## config.mk

```make
export PLATFORM = sky130hd
export DESIGN_NAME = threshold_blur_blend_core
export DESIGN_NICKNAME = d
export VERILOG_FILES = /design/src/hw/rtl/tbb_pkg.sv /design/src/hw/rtl/threshold_blur_blend_core.sv /design/src/hw/rtl/tbb_result_fifo.sv
export SDC_FILE = /design/constraint.sdc
export NUM_CORES = 2
export LEC_CHECK = 0
export BUFFER_PORTS_ARGS = -buffer_cell sky130_fd_sc_hd__buf_2
export CORE_UTILIZATION = 55
export DETAILED_ROUTE_END_ITERATION = 8
export PLACE_DENSITY = 0.82
export RECOVER_POWER = 50
export SLEW_MARGIN = 20
export SYNTH_ARGS = -nofsm -noshare
export SYNTH_HDL_FRONTEND = slang
export SYNTH_SLANG_ARGS = --single-unit
```

## constraint.sdc

```tcl
create_clock -name clk -period 10.8 [get_ports clk]
set_input_delay 2.16 -clock clk [delete_from_list [all_inputs] [get_ports clk]]
set_output_delay 2.16 -clock clk [all_outputs]
set_load 0.01 [all_outputs]
```

## src/hw/rtl/tbb_pkg.sv

```systemverilog
// ----------------------------------------------------------------------------
// tbb_pkg: shared types and constants of the threshold blur blend core
// Request structs, configuration register codes, reset values and the blend
// arithmetic used by the core.
// ----------------------------------------------------------------------------
package tbb_pkg;

  localparam int unsigned PIX_W  = 8;
  localparam int unsigned SUM_W  = 12;   // nine 8-bit lumas
  localparam int unsigned RECIP_W = 13;
  localparam int unsigned CFG_IDX_W = 2;

  // x / 9 == (x * 7282) >> 16 for every x up to nine full-scale lumas
  localparam logic [RECIP_W-1:0] RECIP9 = 13'd7282;
  localparam int unsigned RECIP_SHIFT = 16;

  localparam logic [PIX_W-1:0] OPACITY_RESET  = 8'd180;
  localparam logic [PIX_W-1:0] THR_LOW_RESET  = 8'd50;
  localparam logic [PIX_W-1:0] THR_HIGH_RESET = 8'd255;
  localparam logic [PIX_W-1:0] FULL_SCALE     = 8'd255;

  localparam int unsigned FIFO_DEPTH = 8;

  typedef enum logic [CFG_IDX_W-1:0] {
    CFG_OPACITY  = 2'd0,
    CFG_THR_LOW  = 2'd1,
    CFG_THR_HIGH = 2'd2
  } cfg_reg_t;

  typedef struct packed {
    logic [PIX_W-1:0] a_luma_above;
    logic [PIX_W-1:0] a_luma_centre;
    logic [PIX_W-1:0] a_luma_below;
    logic [PIX_W-1:0] b_luma_above;
    logic [PIX_W-1:0] b_luma_centre;
    logic [PIX_W-1:0] b_luma_below;
    logic [PIX_W-1:0] a_cb;
    logic [PIX_W-1:0] a_cr;
    logic [PIX_W-1:0] b_cb;
    logic [PIX_W-1:0] b_cr;
    logic             edge_row;
    logic             row_end;
  } in_item_t;

  typedef struct packed {
    logic [PIX_W-1:0] out_luma;
    logic [PIX_W-1:0] out_cb;
    logic [PIX_W-1:0] out_cr;
    logic             run_last;
  } out_item_t;

  // write side of the result queue: one or two results per cycle
  typedef struct packed {
    logic push;
    logic push_pair;
  } fifo_wr_t;

  // (op0*a + op1*b) >> 8 with op0 = 255 - op1
  function automatic logic [PIX_W-1:0] mix(input logic [PIX_W-1:0] op1,
                                           input logic [PIX_W-1:0] a,
                                           input logic [PIX_W-1:0] b);
    logic [PIX_W-1:0]   op0;
    logic [2*PIX_W-1:0] acc;
    op0 = FULL_SCALE - op1;
    acc = ({{PIX_W{1'b0}}, op0} * {{PIX_W{1'b0}}, a})
        + ({{PIX_W{1'b0}}, op1} * {{PIX_W{1'b0}}, b});
    return acc[2*PIX_W-1:PIX_W];
  endfunction

endpackage

```

## src/hw/rtl/threshold_blur_blend_core.sv

```systemverilog
// ----------------------------------------------------------------------------
// threshold_blur_blend_core: column-streaming 3x3 threshold blur with blend
// Holds two pixel columns of frames A and B; emits the centre pixel of the
// previous column, box-blurred and blended where A's luma is out of range.
// ----------------------------------------------------------------------------
//
//  channel | direction | handshake           | payload
//  --------+-----------+---------------------+-------------------------------
//  in_     | input     | in_valid / in_stall | in_data  (tbb_pkg::in_item_t)
//  out_    | output    | out_valid/out_stall | out_data (tbb_pkg::out_item_t)
//  cfg_    | input     | cfg_valid/cfg_ready | cfg_index, cfg_data
//
//  one column request per cycle unless in_stall; a row_end column that follows
//  a held column makes two results, so the output side then sets the pace at
//  one per cycle; a result passes the window/sum register and divide-by-nine
//  register, then is blended and written into the queue
//  in_stall rises when the queue plus results in flight leave fewer than two
//  free entries; cfg_ready is always high
//  reset loads the register defaults and empties the column count and queue
// ----------------------------------------------------------------------------
module threshold_blur_blend_core #(
  parameter int unsigned FifoDepth = tbb_pkg::FIFO_DEPTH  // at least 6
) (
  input  logic                             clk,
  input  logic                             rst_n,
  input  logic                             in_valid,
  output logic                             in_stall,
  input  tbb_pkg::in_item_t                in_data,
  output logic                             out_valid,
  input  logic                             out_stall,
  output tbb_pkg::out_item_t               out_data,
  input  logic                             cfg_valid,
  output logic                             cfg_ready,
  input  logic [tbb_pkg::CFG_IDX_W-1:0]    cfg_index,
  input  logic [tbb_pkg::PIX_W-1:0]        cfg_data
);

  localparam int unsigned CntW  = $clog2(FifoDepth + 1);
  localparam int unsigned RoomW = CntW + 1;
  localparam int unsigned ProdW = tbb_pkg::SUM_W + tbb_pkg::RECIP_W;

  // configuration
  logic [tbb_pkg::PIX_W-1:0] opacity_r, thr_low_r, thr_high_r;
  logic                      cfg_wr;

  assign cfg_ready = 1'b1;
  assign cfg_wr    = cfg_valid && cfg_ready;

  always_ff @(posedge clk) begin
    if (!rst_n) begin
      opacity_r  <= tbb_pkg::OPACITY_RESET;
      thr_low_r  <= tbb_pkg::THR_LOW_RESET;
      thr_high_r <= tbb_pkg::THR_HIGH_RESET;
    end else if (cfg_wr) begin
      unique case (cfg_index)
        tbb_pkg::CFG_OPACITY:  opacity_r  <= cfg_data;
        tbb_pkg::CFG_THR_LOW:  thr_low_r  <= cfg_data;
        tbb_pkg::CFG_THR_HIGH: thr_high_r <= cfg_data;
        default: ;
      endcase
    end
  end

  // column window: entries 0..2 older column, 3..5 previous column
  logic [tbb_pkg::PIX_W-1:0] a_win_r [6];
  logic [tbb_pkg::PIX_W-1:0] b_win_r [6];
  logic [tbb_pkg::PIX_W-1:0] chroma_r [4];
  logic                      edge_r;
  logic [1:0]                held_r, held_nxt;
  logic                      accept;

  logic [tbb_pkg::PIX_W-1:0] cur_a [3];
  logic [tbb_pkg::PIX_W-1:0] cur_b [3];
  logic [tbb_pkg::SUM_W-1:0] sum_a, sum_b;
  logic                      emit0, emit1, blur;

  assign accept = in_valid && !in_stall;

  assign cur_a[0] = in_data.a_luma_above;
  assign cur_a[1] = in_data.a_luma_centre;
  assign cur_a[2] = in_data.a_luma_below;
  assign cur_b[0] = in_data.b_luma_above;
  assign cur_b[1] = in_data.b_luma_centre;
  assign cur_b[2] = in_data.b_luma_below;

  always_comb begin
    sum_a = '0;
    sum_b = '0;
    for (int i = 0; i < 6; i++) begin
      sum_a = sum_a + tbb_pkg::SUM_W'(a_win_r[i]);
      sum_b = sum_b + tbb_pkg::SUM_W'(b_win_r[i]);
    end
    for (int i = 0; i < 3; i++) begin
      sum_a = sum_a + tbb_pkg::SUM_W'(cur_a[i]);
      sum_b = sum_b + tbb_pkg::SUM_W'(cur_b[i]);
    end
  end

  assign emit0 = (held_r != 2'd0);
  assign emit1 = in_data.row_end;
  // blur only with both neighbours present and off the border rows
  assign blur  = (held_r == 2'd2) && !edge_r &&
                 ((a_win_r[4] < thr_low_r) || (a_win_r[4] > thr_high_r));

  always_comb begin
    held_nxt = held_r;
    if (accept) begin
      if (in_data.row_end) begin
        held_nxt = 2'd0;
      end else begin
        held_nxt = (held_r != 2'd0) ? 2'd2 : 2'd1;
      end
    end
  end

  always_ff @(posedge clk) begin
    if (!rst_n) begin
      held_r <= 2'd0;
    end else begin
      held_r <= held_nxt;
    end
  end

  always_ff @(posedge clk) begin
    if (accept && !in_data.row_end) begin
      for (int i = 0; i < 3; i++) begin
        a_win_r[i]     <= a_win_r[3 + i];
        b_win_r[i]     <= b_win_r[3 + i];
        a_win_r[3 + i] <= cur_a[i];
        b_win_r[3 + i] <= cur_b[i];
      end
      chroma_r[0] <= in_data.a_cb;
      chroma_r[1] <= in_data.a_cr;
      chroma_r[2] <= in_data.b_cb;
      chroma_r[3] <= in_data.b_cr;
      edge_r      <= in_data.edge_row;
    end
  end

  // stage 1: sums and the pixels that go out unchanged
  logic                      s1_vld_r, s1_emit0_r, s1_emit1_r, s1_blur_r, s1_last0_r;
  logic [tbb_pkg::SUM_W-1:0] s1_sum_a_r, s1_sum_b_r;
  logic [tbb_pkg::PIX_W-1:0] s1_held_r [5];  // centre luma, a_cb, a_cr, b_cb, b_cr
  logic [tbb_pkg::PIX_W-1:0] s1_pass_r [3];  // current column luma, cb, cr

  always_ff @(posedge clk) begin
    if (!rst_n) begin
      s1_vld_r <= 1'b0;
    end else begin
      s1_vld_r <= accept;
    end
  end

  always_ff @(posedge clk) begin
    if (accept) begin
      s1_emit0_r   <= emit0;
      s1_emit1_r   <= emit1;
      s1_blur_r    <= blur;
      s1_last0_r   <= !in_data.row_end;
      s1_sum_a_r   <= sum_a;
      s1_sum_b_r   <= sum_b;
      s1_held_r[0] <= a_win_r[4];
      for (int i = 0; i < 4; i++) begin
        s1_held_r[1 + i] <= chroma_r[i];
      end
      s1_pass_r[0] <= in_data.a_luma_centre;
      s1_pass_r[1] <= in_data.a_cb;
      s1_pass_r[2] <= in_data.a_cr;
    end
  end

  // stage 2: box averages
  logic [ProdW-1:0]          prod_a, prod_b;
  logic                      s2_vld_r, s2_emit0_r, s2_emit1_r, s2_blur_r, s2_last0_r;
  logic [tbb_pkg::PIX_W-1:0] s2_avg_a_r, s2_avg_b_r;
  logic [tbb_pkg::PIX_W-1:0] s2_held_r [5];
  logic [tbb_pkg::PIX_W-1:0] s2_pass_r [3];

  assign prod_a = ProdW'(s1_sum_a_r) * ProdW'(tbb_pkg::RECIP9);
  assign prod_b = ProdW'(s1_sum_b_r) * ProdW'(tbb_pkg::RECIP9);

  always_ff @(posedge clk) begin
    if (!rst_n) begin
      s2_vld_r <= 1'b0;
    end else begin
      s2_vld_r <= s1_vld_r;
    end
  end

  always_ff @(posedge clk) begin
    if (s1_vld_r) begin
      s2_emit0_r <= s1_emit0_r;
      s2_emit1_r <= s1_emit1_r;
      s2_blur_r  <= s1_blur_r;
      s2_last0_r <= s1_last0_r;
      s2_avg_a_r <= prod_a[tbb_pkg::RECIP_SHIFT +: tbb_pkg::PIX_W];
      s2_avg_b_r <= prod_b[tbb_pkg::RECIP_SHIFT +: tbb_pkg::PIX_W];
      s2_held_r  <= s1_held_r;
      s2_pass_r  <= s1_pass_r;
    end
  end

  // blend and queue write
  tbb_pkg::out_item_t held_res, pass_res, wr_data0;
  tbb_pkg::fifo_wr_t  fifo_wr;
  logic [CntW-1:0]    fifo_count;
  logic [RoomW-1:0]   room_need;

  always_comb begin
    held_res.run_last = s2_last0_r;
    if (s2_blur_r) begin
      held_res.out_luma = tbb_pkg::mix(opacity_r, s2_avg_a_r, s2_avg_b_r);
      held_res.out_cb   = tbb_pkg::mix(opacity_r, s2_held_r[1], s2_held_r[3]);
      held_res.out_cr   = tbb_pkg::mix(opacity_r, s2_held_r[2], s2_held_r[4]);
    end else begin
      held_res.out_luma = s2_held_r[0];
      held_res.out_cb   = s2_held_r[1];
      held_res.out_cr   = s2_held_r[2];
    end
    pass_res.out_luma = s2_pass_r[0];
    pass_res.out_cb   = s2_pass_r[1];
    pass_res.out_cr   = s2_pass_r[2];
    pass_res.run_last = 1'b1;
  end

  // a lone pass-through result takes the first slot
  assign wr_data0          = s2_emit0_r ? held_res : pass_res;
  assign fifo_wr.push      = s2_vld_r && (s2_emit0_r || s2_emit1_r);
  assign fifo_wr.push_pair = s2_vld_r && s2_emit0_r && s2_emit1_r;

  tbb_result_fifo #(
    .Depth (FifoDepth)
  ) u_fifo (
    .clk      (clk),
    .rst_n    (rst_n),
    .wr       (fifo_wr),
    .wr_data0 (wr_data0),
    .wr_data1 (pass_res),
    .rd_valid (out_valid),
    .rd_stall (out_stall),
    .rd_data  (out_data),
    .count    (fifo_count)
  );

  // reserve two entries for the next request on top of what is in flight
  assign room_need = RoomW'(fifo_count)
                   + RoomW'(s1_vld_r && s1_emit0_r) + RoomW'(s1_vld_r && s1_emit1_r)
                   + RoomW'(s2_vld_r && s2_emit0_r) + RoomW'(s2_vld_r && s2_emit1_r)
                   + RoomW'(2);
  assign in_stall  = (room_need > RoomW'(FifoDepth));

  a_row_end_clears: assert property (@(posedge clk) disable iff (!rst_n)
    (accept && in_data.row_end) |=> (held_r == 2'd0))
    else $error("column count not cleared at row end");

  a_blur_needs_held: assert property (@(posedge clk) disable iff (!rst_n)
    (s1_vld_r && s1_blur_r) |-> s1_emit0_r)
    else $error("blur flagged without a held column");

  a_pipe_advances: assert property (@(posedge clk) disable iff (!rst_n)
    s1_vld_r |=> s2_vld_r)
    else $error("request lost between stages");

  a_held_range: assert property (@(posedge clk) disable iff (!rst_n)
    held_r != 2'd3)
    else $error("column count out of range");

endmodule

```

## src/hw/rtl/tbb_result_fifo.sv

```systemverilog
// ----------------------------------------------------------------------------
// tbb_result_fifo: result queue of the threshold blur blend core
// Takes one or two results per cycle and hands out one result per cycle
// on a valid/stall channel, while rd_stall is low.
// ----------------------------------------------------------------------------
module tbb_result_fifo #(
  parameter int unsigned Depth = tbb_pkg::FIFO_DEPTH,
  localparam int unsigned PtrW = $clog2(Depth),
  localparam int unsigned CntW = $clog2(Depth + 1)
) (
  input  logic                clk,
  input  logic                rst_n,
  input  tbb_pkg::fifo_wr_t   wr,
  input  tbb_pkg::out_item_t  wr_data0,
  input  tbb_pkg::out_item_t  wr_data1,
  output logic                rd_valid,
  input  logic                rd_stall,
  output tbb_pkg::out_item_t  rd_data,
  output logic [CntW-1:0]     count
);

  tbb_pkg::out_item_t mem_r [Depth];
  logic [PtrW-1:0] wr_ptr_r, wr_ptr_nxt, wr_ptr_inc;
  logic [PtrW-1:0] rd_ptr_r, rd_ptr_nxt;
  logic [CntW-1:0] count_r, count_nxt;
  logic            pop;

  function automatic logic [PtrW-1:0] ptr_inc(input logic [PtrW-1:0] p);
    return (p == PtrW'(Depth - 1)) ? '0 : p + 1'b1;
  endfunction

  assign pop        = (count_r != '0) && !rd_stall;
  assign wr_ptr_inc = ptr_inc(wr_ptr_r);

  always_comb begin
    wr_ptr_nxt = wr_ptr_r;
    if (wr.push && wr.push_pair) begin
      wr_ptr_nxt = ptr_inc(wr_ptr_inc);
    end else if (wr.push) begin
      wr_ptr_nxt = wr_ptr_inc;
    end
    rd_ptr_nxt = pop ? ptr_inc(rd_ptr_r) : rd_ptr_r;
    count_nxt  = count_r + CntW'(wr.push) + CntW'(wr.push && wr.push_pair) - CntW'(pop);
  end

  always_ff @(posedge clk) begin
    if (!rst_n) begin
      wr_ptr_r <= '0;
      rd_ptr_r <= '0;
      count_r  <= '0;
    end else begin
      wr_ptr_r <= wr_ptr_nxt;
      rd_ptr_r <= rd_ptr_nxt;
      count_r  <= count_nxt;
    end
  end

  always_ff @(posedge clk) begin
    if (wr.push) begin
      mem_r[wr_ptr_r] <= wr_data0;
    end
    if (wr.push && wr.push_pair) begin
      mem_r[wr_ptr_inc] <= wr_data1;
    end
  end

  assign rd_valid = (count_r != '0);
  assign rd_data  = mem_r[rd_ptr_r];
  assign count    = count_r;

  // the core reserves space before taking a request
  a_no_overflow: assert property (@(posedge clk) disable iff (!rst_n)
    count_r <= CntW'(Depth))
    else $error("result queue overflow");

  a_pair_needs_push: assert property (@(posedge clk) disable iff (!rst_n)
    wr.push_pair |-> wr.push)
    else $error("second result written without first");

  a_stall_holds_count: assert property (@(posedge clk) disable iff (!rst_n)
    (rd_valid && rd_stall && !wr.push) |=> (count_r == $past(count_r)))
    else $error("queue count moved while stalled and idle");

endmodule
```

Yosys cells after proc, flatten, opt, wreduce, memory -nomap -nowiden
Memories as Yosys holds them, arrays and structs flattened. A register that Yosys moved wholly into a read port is not among the register bits.
Index checks and enable logic that the tools add are counted.
W data, S select, Z words.
{"block": "totals", "in_bits": 97, "ramBits": 328, "ff_bits": 183, "word_cells": 128, "n_memories": 4}
{"name": "u_fifo.mem_r", "depth": 8, "word_bits": 25, "rd": 1, "rd_ports_with_merged_regs": 1, "write_ports": 2, "line": "tbb_result_fifo.sv:22", "source": "tbb_pkg::out_item_t mem_r [Depth];"}
{"name": "a_win_r", "depth": 6, "word_bits": 8, "rd": 6, "rd_ports_with_merged_regs": 0, "write_ports": 6, "line": "threshold_blur_blend_core.sv:65", "source": "logic [tbb_pkg::PIX_W-1:0] a_win_r [6];"}
{"name": "b_win_r", "depth": 6, "word_bits": 8, "rd": 6, "rd_ports_with_merged_regs": 0, "write_ports": 6, "line": "threshold_blur_blend_core.sv:66", "source": "logic [tbb_pkg::PIX_W-1:0] b_win_r [6];"}
{"name": "chroma_r", "depth": 4, "word_bits": 8, "rd": 4, "rd_ports_with_merged_regs": 4, "write_ports": 4, "line": "threshold_blur_blend_core.sv:67", "source": "logic [tbb_pkg::PIX_W-1:0] chroma_r [4];"}
{"block": "op_classes", "n_reduce_logical": 25, "addsub": 31, "eq_ne": 6, "magnitude_cmp": 3, "mux": 17, "mul": 8}
{"operator": "$add A12 B8 Y12", "count": 8}
{"operator": "$mul A8 B8 Y16", "count": 6}
{"operator": "$add A16 B16 Y16", "count": 3}
{"operator": "$mul A12 B12 Y23 const B", "count": 2}
{"operator": "$mux W25", "count": 1}
{"operator": "$add A11 B8 Y12", "count": 2}
{"operator": "$mux W24", "count": 1}
{"operator": "$add A10 B8 Y11", "count": 2}
{"operator": "$mux W3", "count": 7}
{"operator": "$add A9 B8 Y10", "count": 2}
{"operator": "$add A8 B8 Y9", "count": 2}
{"operator": "$add A5 B1 Y5", "count": 3}
{"operator": "$logic_and A1 B1 Y1", "count": 12}
{"operator": "$add A3 B1 Y3 const B", "count": 3}
{"operator": "$eq A3 B3 Y1 const B", "count": 3}
{"operator": "$add A4 B1 Y4", "count": 2}
{"operator": "$gt A8 B8 Y1", "count": 1}
{"operator": "$lt A8 B8 Y1", "count": 1}
{"operator": "$sub A8 B8 Y8 const A", "count": 1}
{"operator": "$mux W1", "count": 6}
{"operator": "$reduce_and A2 Y1", "count": 3}
{"operator": "$add A4 B1 Y5", "count": 1}
{"operator": "$add A5 B2 Y5 const B", "count": 1}
{"operator": "$gt A5 B4 Y1 const B", "count": 1}
{"operator": "9 further kinds", "count": 16}

Depth between registers and ports, before layout
{"block": "depth", "word_depth": 12, "mapped_depth": 23, "mapped_depth_nobuf": 20}

By module
A second synthesis with hierarchy kept.
{"block": "hier_totals", "cells_unflattened": 3248, "hier_area_um2": 41681.2}
{"module": "threshold_blur_blend_core", "cells_per_inst": 2631, "seq_area_each_um2": 9719.3, "instances": 1, "area_each_um2": 30767.0}
{"module": "tbb_result_fifo", "cells_per_inst": 617, "seq_area_each_um2": 6266.0, "instances": 1, "area_each_um2": 10914.2}

Least setup slack after synthesis
No wires, ideal clock.
{"block": "synth_timing", "path_type": "reg2reg", "startpoint": "register s1_vld_r", "endpoint": "register held_r[1]", "setup_slack_ps": 8, "path_stages_with_launch": 13, "t_arrival_ps": 10708, "n_path_buf": 0, "synth_period_minus_slack_ps": 10792, "cell_sequence": "dfxtp_1 -> nand2_1 -> fa_1 -> inv_1 -> fa_1 -> fa_1 -> a2111oi_0 -> o21ai_1 -> o21a_1 -> o31ai_1 -> nand2_1 -> nor2_1 -> o211a_1"}
{"block": "synth_via", "elab_chain_len": 9, "word_cells_on_any_way": 10, "cone_classes": "add/sub: 5; order compare: 1; reduce/logical: 4"}
{"item": "start: declaration", "line": "threshold_blur_blend_core.sv:141", "source": "logic s1_vld_r, s1_emit0_r, s1_emit1_r, s1_blur_r, s1_last0_r;"}
{"item": "start signal: assignment", "line": "threshold_blur_blend_core.sv:150", "source": "s1_vld_r <= accept;"}
{"item": "$logic_and A1 B1 Y1", "line": "threshold_blur_blend_core.sv:247", "source": "+ RoomW'(s1_vld_r && s1_emit0_r) + RoomW'(s1_vld_r && s1_emit1_r)"}
{"item": "$add A4 B1 Y5", "line": "threshold_blur_blend_core.sv:247"}
{"item": "$add A5 B1 Y5 *", "line": "threshold_blur_blend_core.sv:247"}
{"item": "$add A5 B1 Y5 * (2 in a row)", "line": "threshold_blur_blend_core.sv:248", "source": "+ RoomW'(s2_vld_r && s2_emit0_r) + RoomW'(s2_vld_r && s2_emit1_r)"}
{"item": "$add A5 B2 Y5 *", "line": "threshold_blur_blend_core.sv:249", "source": "+ RoomW'(2);"}
{"item": "$gt A5 B4 Y1 *", "line": "threshold_blur_blend_core.sv:250", "source": "assign in_stall = (room_need > RoomW'(FifoDepth));"}
{"item": "$logic_not A1 Y1 *", "line": "threshold_blur_blend_core.sv:77", "source": "assign accept = in_valid && !in_stall;"}
{"item": "$logic_and A1 B1 Y1 *", "line": "threshold_blur_blend_core.sv:77"}
{"item": "end signal: assignment", "line": "threshold_blur_blend_core.sv:120", "source": "held_r <= held_nxt;"}
{"item": "end: declaration", "line": "threshold_blur_blend_core.sv:69", "source": "logic [1:0] held_r, held_nxt;"}
Every way passes the cells marked *; elsewhere a longest branch is shown, timed or not.
A chain may end at the register's enable or synchronous reset.

==> metrics.cfg <==
[global_routing]
grt_pass1_wl_um = 159000
track_usage_pct = 26.7
grt-ovfl-total = 0
antenna_found_initial = 8
grt_max_degree = 77
grt_pass1_vias = 29300

[routing]
vias = 27300
routed_wl_um = 100000
first_pass_iters = 6
routedWlPerCell_um = 21.6
viasPerCell = 5.91
final_antenna_net_count = 0
drt_iter0_drc = 2874
drc = 0

[logic_synthesis]
synthTopCellsByCount = 618 x inv_1, 497 x edfxtp_1, 458 x fa_1, 363 x ha_1, 216 x nand2_1
yosysTopAreaCellShare_pct = 35.8
synthAdderAreaFrac_pct = 32.9
synth_nets = 4446
synth_flop_cell = edfxtp_1
ys_async_sr_fraction_pct = 0
synth.most_common_cell = inv_1
seq_area_frac_synth_pct = 38.1
synth_cells = 3528
synth_xor_area_share_pct = 1.19
yosys.area.top_type = edfxtp_1
synth_warnings = 0
synth_area_um2 = 41700
synth_compound_area_share_pct = 7.63
synth_top_family_by_area = adder cells
ys_ff_latch = 546
yosys-mux-area-fraction_pct = 3.79
avgSynthCellArea_um2 = 11.8
synth_area_leaders = edfxtp_1 36%, fa_1 22%, ha_1 11%, inv_1 5.6%, mux4_2 2.7%
yosys.area_share.simple_pct = 9.59
synth-edff-count = 497
synth_cell_types = 72

[clocking]
cts_buffers = 55
htree_num_levels = 2
path_clk_slew_ps = 70
clock-root-buffer = clkbuf_16
cts-hold-fix-buffers = 0
post_cts.repair.setup_buffers = 0
cts_sinks = 546
cts_resized = 0
cts_tree = yes
ctsLongestPathBuffers = 3
clk-insertion-delay-late_ps = 640

[worst_setup_path]
end_kind = register
crit_fanout = 25
critPathRequiredTime_ps = 11290
criticalPathCategory = reg2reg
crit_arrival_ps = 7700
start_kind = register

[floorplanning]
start_util_pct = 55.8
core_area_um2 = 74700
die_h_um = 277
die_area_um2 = 76900
rows = 100
die_w_um = 277
ios = 125

[sta]
timing.final.crit_period_ps = 7210
max_slew_margin_pct = -251
worstMarginPinSlew_ps = 5210
worst_clock_skew_ps = 31.8
hold_viol_final = 0
setup_violations = 0
grt_setup_unrepaired = false
timing.fmax_mhz = 139
finalSetupTns_ps = 0
drv_slew = 241
period_share_pct = 66.7

[cells_and_area]
nets = 4527
drive_gt1_share_pct = 7.36
fillers = 5635
area_growth_syn_to_layout_pct = 8.31

[hold_path]
hold_class = reg2reg

[run]
cap_violations = 9

[run_status]
status = finished, violations left
violations = max-capacitance violations, max-slew violations

[place]
portBuffers = 123
gp_congestion = 0.941
hpwl_um = 69100

==> placed cells by master, fill, tap and decap left out, types with 9 or more instances in the layout <==
| cell | count |
|---|---|
| nor2b_1 | 121 |
| clkbuf_1 | 96 |
| mux4_2 | 50 |
| o21ai_1 | 40 |
| mux2i_1 | 16 |
| o22ai_1 | 17 |
| a221o_1 | 10 |
| ha_1 | 363 |
| a21o_1 | 28 |
| o21bai_1 | 11 |
| edfxtp_1 | 497 |
| a31oi_1 | 21 |
| buf_2 | 44 |
| nand3_1 | 14 |
| a211oi_1 | 11 |
| nand2b_1 | 90 |
| nor2_1 | 114 |
| mux2_2 | 26 |
| and3_1 | 12 |
| o21a_1 | 14 |
| a22o_1 | 57 |
| o21ai_0 | 94 |
| clkbuf_16 | 56 |
| xnor2_1 | 34 |
| o211ai_1 | 32 |
| fa_1 | 458 |
| inv_1 | 617 |
| dfxtp_1 | 46 |
| a21oi_1 | 100 |
| nand2_1 | 215 |
| clkinv_2 | 9 |
| and2_1 | 152 |
| xor2_1 | 20 |
| buf_4 | 23 |
| nor3_1 | 16 |
==> metal layers <==
| layer | up-vias | wire length (um) | global-route usage (%) |
|---|---|---|---|
| met3 | 300 | 10600 | 5.90 |
| met1 | 13600 | 36700 | 34.0 |
| met4 | 8 | 4350 | 10.7 |
| li1 | 12000 | - | - |
| met2 | 1487 | 48400 | 44.4 |
| met5 | - | 55 | 0 |
==> critical path, cell delays in order, from the launching register on <==
cell	delay, ps
dfxtp_1	890
buf_4	440
nand2b_1	180
fa_1	430
fa_1	550
inv_1	60
fa_1	500
fa_1	520
fa_1	500
inv_1	50
fa_1	470
inv_1	40
ha_1	280
o21a_1	200
o2111a_1	250
a21oi_1	290
a21oi_1	140
a311oi_2	920
a21oi_1	140
nor2_1	200
==> final timing paths <==
| kind | from | to | slack [ps] | cells after the start |
|---|---|---|---|---|
| min | s1_pass_r[20] | pass_res[21] | 410 | 0 |
| min reg2reg | s1_pass_r[20] | pass_res[21] | 410 | 0 |
| max reg2reg | opacity_r[6] | u_fifo.mem_r[5][14] | 3590 | 19 |
| max | opacity_r[6] | u_fifo.mem_r[5][14] | 3590 | 19 |
==> area by class of cell <==
class,count,area [um^2],area share [%]
diodes,4,10.0,0.0222
clock inverters,30,383,0.848
flip-flops and latches,546,15900,35.2
well taps,969,1210,2.68
multi-input cells,2232,23100,51.1
repair buffers,152,727,1.61
inverters,622,2340,5.18
clock buffers,74,1520,3.36
==> state kept, by name, summed over array words and instances (netlist names), 24 cells and up, named ones only <==
register      cells
u_fifo.mem_r    200
a_win_r          48
b_win_r          48
s1_held_r        40
s2_held_r        40
chroma_r         32
pass_res         24
s1_pass_r        24
==> per-stage QoR <==
stage | worst slack (ps) | std cells | cell area [um^2] | util (%) | hold WS [ps]
5_1_grt | 3310 | 4627 | 45200 | 60.5 | 417
6_report | 3590 | 4629 | 45200 | 60.5 | 410
3_5_place_dp | 3670 | 4519 | 43400 | 58.1 | 405
3_3_place_gp | 3890 | 4519 | 43400 | 58.1 | 400
2_1_floorplan | 8.37 | 3528 | 41700 | - | 400
4_1_cts | 3680 | 4623 | 45300 | 60.6 | 416
==> cell families after synthesis <==
group	after synthesis
AOI/OAI and AO/OA	486
xor gates and xnor gates	55
adders and majority gates	821
other	1
and+or+nand+nor	777
buffers and inverters	750
muxes	92
DFF	546
Power is not shown: default switching activity piles up to over one toggle a cycle in this logic, so the estimate is an artifact.
